## src/design/iapi_pkg.sv

```systemverilog
// Package: shared types, constants and command structs of the integrator.
`timescale 1ns / 1ps
`default_nettype none
package iapi_pkg;
	localparam int AxesDefault = 3;
	localparam int MaxAxes = 3;
	localparam int DivSteps = 32;

	localparam logic [29:0] AngleWrapReset = 30'd11796120;
	localparam logic [29:0] AngleDivReset = 30'd32767;
	localparam logic [29:0] DistWrapReset = 30'd208760193;
	localparam logic [29:0] DistDivReset = 30'd208760;
	localparam logic [7:0] DriftForceReset = 8'd10;
	localparam logic [14:0] DriftFloorReset = 15'd5;

	localparam logic [2:0] RegAngleWrap = 3'd0;
	localparam logic [2:0] RegAngleDiv = 3'd1;
	localparam logic [2:0] RegDistWrap = 3'd2;
	localparam logic [2:0] RegDistDiv = 3'd3;
	localparam logic [2:0] RegDriftForce = 3'd4;
	localparam logic [2:0] RegDriftFloor = 3'd5;

	// divider operand selection
	typedef enum logic [1:0] {
		DIV_DRIFT,
		DIV_ANGLE,
		DIV_POS
	} div_sel_t;

	typedef enum logic [3:0] {
		ST_IDLE,
		ST_PRIME,
		ST_UPDATE,
		ST_DRIFT_START,
		ST_DRIFT_WAIT,
		ST_WRAP,
		ST_ANGLE_START,
		ST_ANGLE_WAIT,
		ST_POS_START,
		ST_POS_WAIT,
		ST_NEXT_AXIS,
		ST_OUTPUT
	} state_t;

	typedef struct packed {
		logic prime;
		logic update;
		logic drift_apply;
		logic wrap;
		logic div_start;
		div_sel_t div_sel;
		logic store_angle;
		logic store_pos;
		logic [1:0] axis;
	} dp_cmd_t;

	typedef struct packed {
		logic div_done;
		logic drift_needed;
	} dp_status_t;
endpackage
`default_nettype wire

```

## src/design/iapi_div.sv

```systemverilog
// Serial signed divider: 32-bit dividend by 32-bit divisor, one quotient bit per cycle.
`timescale 1ns / 1ps
`default_nettype none
module iapi_div (
	input wire logic clk,
	input wire logic arst_n,
	input wire logic start,
	input wire logic signed [31:0] dividend,
	input wire logic signed [31:0] divisor,
	output logic done,
	output logic signed [31:0] quotient
);
	logic busy_q;
	logic [5:0] cnt_q;
	logic [31:0] rem_q, quo_q, den_q;
	logic neg_q, zero_q;
	logic [32:0] trial;
	logic [31:0] shifted;

	assign shifted = {rem_q[30:0], quo_q[31]};
	assign trial = {1'b0, shifted} - {1'b0, den_q};

	always_ff @(posedge clk or negedge arst_n) begin
		if (!arst_n) begin
			busy_q <= 1'b0;
			cnt_q <= '0;
			done <= 1'b0;
		end else begin
			done <= 1'b0;
			if (start) begin
				busy_q <= 1'b1;
				cnt_q <= 6'(iapi_pkg::DivSteps);
			end else if (busy_q) begin
				cnt_q <= cnt_q - 6'd1;
				if (cnt_q == 6'd1) begin
					busy_q <= 1'b0;
					done <= 1'b1;
				end
			end
		end
	end

	always_ff @(posedge clk) begin
		if (start) begin
			rem_q <= '0;
			quo_q <= dividend[31] ? 32'(-dividend) : dividend;
			den_q <= divisor[31] ? 32'(-divisor) : divisor;
			neg_q <= dividend[31] ^ divisor[31];
			zero_q <= (divisor == 32'sd0);
		end else if (busy_q) begin
			if (!trial[32]) begin
				rem_q <= trial[31:0];
				quo_q <= {quo_q[30:0], 1'b1};
			end else begin
				rem_q <= shifted;
				quo_q <= {quo_q[30:0], 1'b0};
			end
		end
	end

	always_comb begin
		if (zero_q) quotient = '0;
		else if (neg_q) quotient = 32'(-quo_q);
		else quotient = quo_q;
	end
endmodule
`default_nettype wire

```

## src/design/iapi_datapath.sv

```systemverilog
// Datapath: per-axis state registers, adders, wrap logic and shared divider.
`timescale 1ns / 1ps
`default_nettype none
module iapi_datapath #(
	parameter int AXES = iapi_pkg::AxesDefault
) (
	input wire logic clk,
	input wire logic arst_n,
	input wire iapi_pkg::dp_cmd_t cmd,
	output iapi_pkg::dp_status_t status,
	input wire logic [95:0] in_data,
	input wire logic [29:0] angle_wrap_limit,
	input wire logic [29:0] angle_divisor,
	input wire logic [29:0] distance_wrap_limit,
	input wire logic [29:0] distance_divisor,
	input wire logic [7:0] drift_force,
	input wire logic [14:0] drift_noise_floor,
	output logic [191:0] out_data
);
	logic signed [15:0] prev_gyro_q [iapi_pkg::MaxAxes];
	logic signed [15:0] prev_accel_q [iapi_pkg::MaxAxes];
	logic signed [31:0] rate_sum_q [iapi_pkg::MaxAxes];
	logic signed [31:0] accel_sum_q [iapi_pkg::MaxAxes];
	logic signed [31:0] vel_sum_q [iapi_pkg::MaxAxes];
	logic signed [31:0] angle_acc_q [iapi_pkg::MaxAxes];
	logic signed [31:0] pos_acc_q [iapi_pkg::MaxAxes];
	logic [15:0] turns_q [iapi_pkg::MaxAxes];
	logic [15:0] metres_q [iapi_pkg::MaxAxes];
	logic [15:0] deg_q [iapi_pkg::MaxAxes];
	logic [15:0] mm_q [iapi_pkg::MaxAxes];
	logic drift_q;

	logic [1:0] ax;
	logic signed [15:0] g, ac;
	logic signed [16:0] dg, da;
	logic signed [31:0] r_new, acs_new, vel_new, fsq;
	logic signed [17:0] fl;
	logic signed [8:0] f9;
	logic signed [31:0] div_a, div_b, div_q;
	logic signed [31:0] t_ang, t_pos;
	logic div_done;

	assign ax = cmd.axis;
	assign g = in_data[16*ax +: 16];
	assign ac = in_data[48 + 16*ax +: 16];
	assign dg = 17'(g) - 17'(prev_gyro_q[ax]);
	assign da = 17'(ac) - 17'(prev_accel_q[ax]);
	assign fl = {3'b0, drift_noise_floor};
	assign f9 = {1'b0, drift_force};
	assign fsq = 32'(drift_force) * 32'(drift_force);
	assign r_new = rate_sum_q[ax] + 32'(dg);
	assign acs_new = accel_sum_q[ax] + 32'(da);
	assign vel_new = vel_sum_q[ax] + acs_new;
	assign t_ang = angle_acc_q[ax] + rate_sum_q[ax];
	assign t_pos = pos_acc_q[ax] + vel_sum_q[ax];

	// drift pull wanted: small delta and rate sum outside +-force
	assign status.drift_needed = drift_q;
	assign status.div_done = div_done;

	always_comb begin
		case (cmd.div_sel)
			iapi_pkg::DIV_DRIFT: begin
				div_a = fsq;
				div_b = rate_sum_q[ax];
			end
			iapi_pkg::DIV_ANGLE: begin
				div_a = angle_acc_q[ax];
				div_b = {2'b0, angle_divisor};
			end
			default: begin
				div_a = pos_acc_q[ax];
				div_b = {2'b0, distance_divisor};
			end
		endcase
	end

	iapi_div u_div (
		.clk(clk), .arst_n(arst_n), .start(cmd.div_start),
		.dividend(div_a), .divisor(div_b), .done(div_done), .quotient(div_q)
	);

	always_ff @(posedge clk or negedge arst_n) begin
		if (!arst_n) begin
			for (int i = 0; i < iapi_pkg::MaxAxes; i++) begin
				prev_gyro_q[i] <= '0;
				prev_accel_q[i] <= '0;
				rate_sum_q[i] <= '0;
				accel_sum_q[i] <= '0;
				vel_sum_q[i] <= '0;
				angle_acc_q[i] <= '0;
				pos_acc_q[i] <= '0;
				turns_q[i] <= '0;
				metres_q[i] <= '0;
				deg_q[i] <= '0;
				mm_q[i] <= '0;
			end
			drift_q <= 1'b0;
		end else begin
			if (cmd.prime) begin
				for (int i = 0; i < iapi_pkg::MaxAxes; i++) begin
					if (i < AXES) begin
						prev_gyro_q[i] <= in_data[16*i +: 16];
						prev_accel_q[i] <= in_data[48 + 16*i +: 16];
					end
				end
			end
			if (cmd.update) begin
				rate_sum_q[ax] <= r_new;
				accel_sum_q[ax] <= acs_new;
				vel_sum_q[ax] <= vel_new;
				prev_gyro_q[ax] <= g;
				prev_accel_q[ax] <= ac;
				drift_q <= (18'(dg) < fl) && (18'(dg) > -fl)
					&& ((r_new > 32'(f9)) || (r_new < -32'(f9)));
			end
			if (cmd.drift_apply) rate_sum_q[ax] <= rate_sum_q[ax] - div_q;
			if (cmd.wrap) begin
				if (t_ang >= $signed({2'b0, angle_wrap_limit})) begin
					angle_acc_q[ax] <= t_ang - $signed({2'b0, angle_wrap_limit});
					turns_q[ax] <= turns_q[ax] + 16'd1;
				end else if (t_ang < 0) begin
					angle_acc_q[ax] <= t_ang + $signed({2'b0, angle_wrap_limit});
					turns_q[ax] <= turns_q[ax] - 16'd1;
				end else angle_acc_q[ax] <= t_ang;
				if (t_pos >= $signed({2'b0, distance_wrap_limit})) begin
					pos_acc_q[ax] <= t_pos - $signed({2'b0, distance_wrap_limit});
					metres_q[ax] <= metres_q[ax] + 16'd1;
				end else if (t_pos < 0) begin
					pos_acc_q[ax] <= t_pos + $signed({2'b0, distance_wrap_limit});
					metres_q[ax] <= metres_q[ax] - 16'd1;
				end else pos_acc_q[ax] <= t_pos;
			end
			if (cmd.store_angle) deg_q[ax] <= div_q[15:0];
			if (cmd.store_pos) mm_q[ax] <= div_q[15:0];
		end
	end

	always_comb begin
		for (int i = 0; i < iapi_pkg::MaxAxes; i++) begin
			out_data[16*i +: 16] = deg_q[i];
			out_data[48 + 16*i +: 16] = turns_q[i];
			out_data[96 + 16*i +: 16] = mm_q[i];
			out_data[144 + 16*i +: 16] = metres_q[i];
		end
	end
endmodule
`default_nettype wire

```

## src/design/iapi_ctrl.sv

```systemverilog
// Controller: sequences the per-axis update, drift pull, wrap and divisions.
`timescale 1ns / 1ps
`default_nettype none
module iapi_ctrl #(
	parameter int AXES = iapi_pkg::AxesDefault
) (
	input wire logic clk,
	input wire logic arst_n,
	input wire logic in_fire,
	input wire logic out_free,
	input wire iapi_pkg::dp_status_t status,
	output iapi_pkg::dp_cmd_t cmd,
	output logic busy,
	output logic result_load
);
	iapi_pkg::state_t state_q, state_d;
	logic first_q, first_d;
	logic [1:0] axis_q, axis_d;

	always_ff @(posedge clk or negedge arst_n) begin
		if (!arst_n) begin
			state_q <= iapi_pkg::ST_IDLE;
			first_q <= 1'b1;
			axis_q <= '0;
		end else begin
			state_q <= state_d;
			first_q <= first_d;
			axis_q <= axis_d;
		end
	end

	always_comb begin
		state_d = state_q;
		first_d = first_q;
		axis_d = axis_q;
		cmd = '0;
		cmd.axis = axis_q;
		cmd.div_sel = iapi_pkg::DIV_DRIFT;
		result_load = 1'b0;
		busy = (state_q != iapi_pkg::ST_IDLE);
		case (state_q)
			iapi_pkg::ST_IDLE: begin
				if (in_fire) begin
					axis_d = '0;
					state_d = first_q ? iapi_pkg::ST_PRIME : iapi_pkg::ST_UPDATE;
				end
			end
			iapi_pkg::ST_PRIME: begin
				cmd.prime = 1'b1;
				first_d = 1'b0;
				state_d = iapi_pkg::ST_IDLE;
			end
			iapi_pkg::ST_UPDATE: begin
				cmd.update = 1'b1;
				state_d = iapi_pkg::ST_DRIFT_START;
			end
			iapi_pkg::ST_DRIFT_START: begin
				if (status.drift_needed) begin
					cmd.div_start = 1'b1;
					state_d = iapi_pkg::ST_DRIFT_WAIT;
				end else state_d = iapi_pkg::ST_WRAP;
			end
			iapi_pkg::ST_DRIFT_WAIT: begin
				if (status.div_done) begin
					cmd.drift_apply = 1'b1;
					state_d = iapi_pkg::ST_WRAP;
				end
			end
			iapi_pkg::ST_WRAP: begin
				cmd.wrap = 1'b1;
				state_d = iapi_pkg::ST_ANGLE_START;
			end
			iapi_pkg::ST_ANGLE_START: begin
				cmd.div_sel = iapi_pkg::DIV_ANGLE;
				cmd.div_start = 1'b1;
				state_d = iapi_pkg::ST_ANGLE_WAIT;
			end
			iapi_pkg::ST_ANGLE_WAIT: begin
				if (status.div_done) begin
					cmd.store_angle = 1'b1;
					state_d = iapi_pkg::ST_POS_START;
				end
			end
			iapi_pkg::ST_POS_START: begin
				cmd.div_sel = iapi_pkg::DIV_POS;
				cmd.div_start = 1'b1;
				state_d = iapi_pkg::ST_POS_WAIT;
			end
			iapi_pkg::ST_POS_WAIT: begin
				if (status.div_done) begin
					cmd.store_pos = 1'b1;
					state_d = iapi_pkg::ST_NEXT_AXIS;
				end
			end
			iapi_pkg::ST_NEXT_AXIS: begin
				if (32'(axis_q) == AXES - 1) state_d = iapi_pkg::ST_OUTPUT;
				else begin
					axis_d = axis_q + 2'd1;
					state_d = iapi_pkg::ST_UPDATE;
				end
			end
			iapi_pkg::ST_OUTPUT: begin
				if (out_free) begin
					result_load = 1'b1;
					state_d = iapi_pkg::ST_IDLE;
				end
			end
			default: state_d = iapi_pkg::ST_IDLE;
		endcase
	end
endmodule
`default_nettype wire

```

## src/design/inertial_angle_position_integrator.sv

```systemverilog
// Top level: stream ports, configuration registers, output register.
//
// channel   dir  handshake                 payload
// s_axis    in   s_axis_tvalid/tready      tdata: gyro x,y,z, accel x,y,z (16 b each)
// m_axis    out  m_axis_tvalid/tready      tdata: deg x..z, turns x..z, mm x..z, m x..z
// cfg       in   cfg_valid/cfg_ready       cfg_index (3 b), cfg_data (30 b)
//
// Per axis: update, a drift division on the shared serial divider if the drift
// pull fires, wrap, then an angle and a position division on the same divider.
// The priming item only stores the previous samples and yields no result.
// Reset: all sums zero, registers at defaults, first item primes only.
// Stalls: the result waits in the output register; the next item is taken
// once the block is idle, and a full output register holds the next result back.
`timescale 1ns / 1ps
`default_nettype none
module inertial_angle_position_integrator #(
	parameter int AXES = iapi_pkg::AxesDefault
) (
	input wire logic clk,
	input wire logic arst_n,
	input wire logic s_axis_tvalid,
	output logic s_axis_tready,
	// gyro_x, gyro_y, gyro_z, accel_x, accel_y, accel_z
	input wire logic [95:0] s_axis_tdata,
	output logic m_axis_tvalid,
	input wire logic m_axis_tready,
	// angle_deg_x/y/z, angle_turns_x/y/z, pos_mm_x/y/z, pos_m_x/y/z
	output logic [191:0] m_axis_tdata,
	input wire logic cfg_valid,
	output logic cfg_ready,
	input wire logic [2:0] cfg_index,
	input wire logic [29:0] cfg_data
);
	logic [29:0] angle_wrap_q, angle_div_q, dist_wrap_q, dist_div_q;
	logic [7:0] force_q;
	logic [14:0] floor_q;
	logic [95:0] in_q;
	logic [191:0] res;
	logic busy, result_load, in_fire;
	iapi_pkg::dp_cmd_t cmd;
	iapi_pkg::dp_status_t status;

	assign cfg_ready = 1'b1;
	assign s_axis_tready = !busy;
	assign in_fire = s_axis_tvalid && s_axis_tready;

	always_ff @(posedge clk or negedge arst_n) begin
		if (!arst_n) begin
			angle_wrap_q <= iapi_pkg::AngleWrapReset;
			angle_div_q <= iapi_pkg::AngleDivReset;
			dist_wrap_q <= iapi_pkg::DistWrapReset;
			dist_div_q <= iapi_pkg::DistDivReset;
			force_q <= iapi_pkg::DriftForceReset;
			floor_q <= iapi_pkg::DriftFloorReset;
		end else if (cfg_valid) begin
			case (cfg_index)
				iapi_pkg::RegAngleWrap: angle_wrap_q <= cfg_data;
				iapi_pkg::RegAngleDiv: angle_div_q <= cfg_data;
				iapi_pkg::RegDistWrap: dist_wrap_q <= cfg_data;
				iapi_pkg::RegDistDiv: dist_div_q <= cfg_data;
				iapi_pkg::RegDriftForce: force_q <= cfg_data[7:0];
				iapi_pkg::RegDriftFloor: floor_q <= cfg_data[14:0];
				default: ;
			endcase
		end
	end

	// input item held for the whole computation
	always_ff @(posedge clk) begin
		if (in_fire) in_q <= s_axis_tdata;
	end

	// output register
	always_ff @(posedge clk or negedge arst_n) begin
		if (!arst_n) m_axis_tvalid <= 1'b0;
		else if (result_load) m_axis_tvalid <= 1'b1;
		else if (m_axis_tready) m_axis_tvalid <= 1'b0;
	end
	always_ff @(posedge clk) begin
		if (result_load) m_axis_tdata <= res;
	end

	iapi_ctrl #(.AXES(AXES)) u_ctrl (
		.clk(clk), .arst_n(arst_n), .in_fire(in_fire),
		.out_free(!m_axis_tvalid || m_axis_tready), .status(status),
		.cmd(cmd), .busy(busy), .result_load(result_load)
	);

	iapi_datapath #(.AXES(AXES)) u_dp (
		.clk(clk), .arst_n(arst_n), .cmd(cmd), .status(status), .in_data(in_q),
		.angle_wrap_limit(angle_wrap_q), .angle_divisor(angle_div_q),
		.distance_wrap_limit(dist_wrap_q), .distance_divisor(dist_div_q),
		.drift_force(force_q), .drift_noise_floor(floor_q), .out_data(res)
	);

`ifndef ASSERT_OFF
	// no item is taken while a computation runs
	a_no_accept_busy: assert property (@(posedge clk) disable iff (!arst_n)
		busy |-> !s_axis_tready) else $error("item accepted while busy");
	// a result is only loaded while the output register is free
	a_load_free: assert property (@(posedge clk) disable iff (!arst_n)
		result_load |-> (!m_axis_tvalid || m_axis_tready))
		else $error("result overwritten");
	// divider start never coincides with a result load
	a_start_load: assert property (@(posedge clk) disable iff (!arst_n)
		!(cmd.div_start && result_load)) else $error("start during load");
`endif
endmodule
`default_nettype wire
```

## config.mk

```make
export PLATFORM = sky130hd
export DESIGN_NAME = inertial_angle_position_integrator
export DESIGN_NICKNAME = d
export VERILOG_FILES = /design/src/design/iapi_pkg.sv /design/src/design/iapi_div.sv /design/src/design/iapi_datapath.sv /design/src/design/iapi_ctrl.sv /design/src/design/inertial_angle_position_integrator.sv
export SDC_FILE = /design/constraint.sdc
export NUM_CORES = 2
export LEC_CHECK = 0
export BUFFER_PORTS_ARGS = -buffer_cell sky130_fd_sc_hd__buf_4
export CORE_UTILIZATION = 38
export CTS_BUF_LIST = sky130_fd_sc_hd__clkbuf_4 sky130_fd_sc_hd__clkbuf_8
export DETAILED_ROUTE_END_ITERATION = 10
export GPL_TIMING_DRIVEN = 0
export HOLD_SLACK_MARGIN = 0.08
export PLACE_DENSITY = 0.52
export SLEW_MARGIN = 20
export SYNTH_ARGS = -nofsm -noshare
export SYNTH_HDL_FRONTEND = slang
export SYNTH_SLANG_ARGS = --single-unit
export TNS_END_PERCENT = 5
```

## constraint.sdc

```tcl
create_clock -name clk -period 16.7 [get_ports clk]
set_input_delay 0.835 -clock clk [delete_from_list [all_inputs] [get_ports clk]]
set_output_delay 0.835 -clock clk [all_outputs]
set_load 0.01 [all_outputs]
```

==> flow_summary_export.csv <==
group,metric,value,unit
setup_path,cp.arrival,15.74,ns
synth,syn_nets,9659,
setup_path,crit_top_cell,"buf_2",
clock_tree,h-tree-depth,4,
route,routedWlPerCell,27.6,um
clock_tree,numCtsBuffers,236,
synth,synth_seq_area_share,41.9,%
synth,synth.most_common_cell,"nand2_1",
die,die_w,468,um
setup_path,critical_path_required,17.68,ns
global_routing,grt_max_degree,133,
clock_tree,cts_root_buf,"clkbuf_8",
synth,muxShareOfSynthArea,7.10,%
sta,finalHoldViolCount,0,
sta,timing.setup.tns,0,ns
sta,drv_slew,0,
die,core,215000,um2
synth,synthArstFlopShare,70.7,%
global_routing,grt_pass1_wl,503000,um
layout,layout.nets,10400,
job,drv_cap,0,
placed_design,portBuffers,327,
synth,synth_warnings,0,
synth,ys_ff_latch,1313,
synth,yosysTopAreaCellShare,26.4,%
synth,synth_area_leader_cell,"dfrtp_1",
route,vias,74400,
sta,setup_viol,0,
clock_tree,cts_tree,"done",
synth,synth_top_cells_by_area,"dfrtp_1 (26%), edfxtp_1 (13%), ha_1 (7.2%)",
layout,fin_util,44.6,%
die,start_util,38.3,%
setup_path,critical_path.max_fanout,12,
sta,clock_skew,0.0980,ns
die,ioPinCount,329,
sta,worst_pin_slew,1.33,ns
clock_tree,clk_latency,1.07,ns
die,die_y,468,um
setup_path,slowest_stage,"buf_1",
sta,finalCritPeriodShare,88.3,%
sta,rsz0062_at_grt,"false",
synth,syn_avg_cell_area,9.18,um2
global_routing,grt_antenna_before_repair,28,
setup_path,max_stage_delay,0.91,ns
synth,syn_inst,8982,
global_routing,grtUsageTotal,31.6,%
sta,max_freq,67.8,MHz
status,outcome,"complete, no violations",
route,via_per_inst,5.82,
route,routed_wl,352000,um
worst_hold_path,worstHoldPathType,"in -> reg",
synth,synth_compound_area_share,18.6,%
global_routing,grt_overflow,0,
clock_tree,clkTransAtPathRegs,0.06,ns
synth,yosys_most_used_dff,"dfrtp_1",
setup_path,crit_path_end_kind,"register",
layout,drive_above_1_share,12.7,%
global_routing,grt_pass1_vias,71600,
synth,synth_simple_gate_area_share,14.6,%
synth,synth_top_family_by_area,"compound AO/OA/AOI/OAI gates",
setup_path,startpoint_type,"register",
synth,yosysUniqueCellTypes,123,
route,ant_nets,0,
synth,synthXorXnorAreaFrac,4.41,%
route,drt_iter0_markers,8188,
placed_design,place.gp.congestion,0.984,
setup_path,criticalPathCategory,"reg -> reg",
clock_tree,ctsResizeCount,0,
clock_tree,numClockSinks,1313,
route,drtPass1Iterations,7,
placed_design,dp_hpwl,267000,um
layout,final_area,96000,um2
synth,synth_area,82500,um2
route,drt_drc_violations_left,0,
synth,yosys-top-cells-count,"nand2_1 (1518), o21ai_0 (921), dfrtp_1 (869), a21oi_1 (585), nor2_1 (542)",
synth,synth_edf_count,354,
clock_tree,clk_path_buf_depth,3,
die,core.rowCount,170,
sta,finalCriticalPeriod,14.75,ns
sta,slew_headroom,11.1,%
placed_design,place_area,89600,um2
die,die-area,219000,um2
layout,syn2layout_area_growth,16.4,%
synth,synth-adder-area-share,8.85,%
cells in the final DEF, fill, tap and decap left out, drive strengths merged, types with 36 or more instances in the layout:
master,instances
nand3,124
o31ai,52
and3,50
a211oi,83
nor3,111
nor4,38
nor2,543
nand2,1523
a21oi,589
o211ai,86
xnor2,306
ha,476
a31oi,86
buf,550
nor2b,54
dfstp,59
fa,67
clkbuf,645
mux2,137
inv,428
clkinv,89
mux2i,395
o21bai,50
dfrtp,869
dlygate4sd3,104
nand2b,74
nand4,54
and2,36
xor2,108
o21a,123
edfxtp,354
o21ai,975
or3,38
a21o,148
layer usage:
layer,up-vias,GRT usage (%),share of wire (%)
met5,-,0,0.0051
met3,706,6.48,8.5
met4,2,14.8,5.1
li1,33400,-,-
met2,3366,47.8,43
met1,36900,43.1,43
flip-flops by register name, summed over array words and instances, names as in the netlist, 96 cells and up, named ones only:
register,count
u_dp.angle_acc_q,96
m_axis_tdata,192
u_dp.pos_acc_q,96
u_dp.accel_sum_q,96
in_q,96
u_dp.vel_sum_q,96
u_dp.rate_sum_q,96
u_dp.out_data,186
timing repair:
action / CTS / global route
endpoints found under the hold margin: 232 / 0
hold buffers: 104 / 0
buffers inserted: 0 / 0
final timing paths:
path / from / to / slack (ns) / cells after the start
worst max-delay path: u_ctrl.axis_q[0] / u_dp.drift_q / 1.95 / 41
worst min-delay path: cfg_data[20] / angle_wrap_q[20] / 0.16 / 3
worst max register to register: u_ctrl.axis_q[0] / u_dp.drift_q / 1.95 / 41
worst min register to register: u_dp.out_data[131] / m_axis_tdata[131] / 0.43 / 0
max in group asynchronous: arst_n / u_dp.out_data[158] / 14.13 / 5
min in group asynchronous: arst_n / u_dp.out_data[8] / 0.49 / 3
through the flow:
stage / worst slack, ns / instances / hold WS [ns]
after floorplan: 1.50 / 8982 / 0.425
after global placement: -6.18 / 12100 / 0.428
after detailed placement: 2.31 / 12200 / 0.432
after CTS: 2.26 / 12800 / 0.0814
after global routing: 1.62 / 12800 / 0.127
final: 1.95 / 12800 / 0.159
area by class of cell:
cell class                 instances  area [um2]
antenna                           19        47.5
sequential                      1313       34500
buffer                           469        2100
inverter                         428        1610
clock buffer                     335        4170
timing repair buffer             495        4360
tap                             2838        3550
fill                           21100      119000
clock inverter                   112        1130
multi-input combinational       6772       44500
cells by family (layout without fill, tap and decap cells):
logic type	Yosys count	after routing
DFF	1313	1313
xor gates and xnor gates	414	414
AOI/OAI and AO/OA	2519	2519
and+or+nand+nor	2747	2747
adders and majority gates	543	543
buffers and inverters	897	1839
other	1	20
muxes	548	548
worst max-delay path, delay by kind of cell (launching register included):
| kind | cells | cell delay (ns) |
|---|---|---|
| xor+xnor | 2 | 1.37 |
| fa+ha+maj | 3 | 1.07 |
| buf+inv | 14 | 6.86 |
| simple gates | 6 | 1.48 |
| compound gates | 16 | 3.40 |
| flops | 1 | 0.35 |
Power is not shown: default switching activity piles up to over one toggle a cycle in this logic, so the estimate is an artifact.
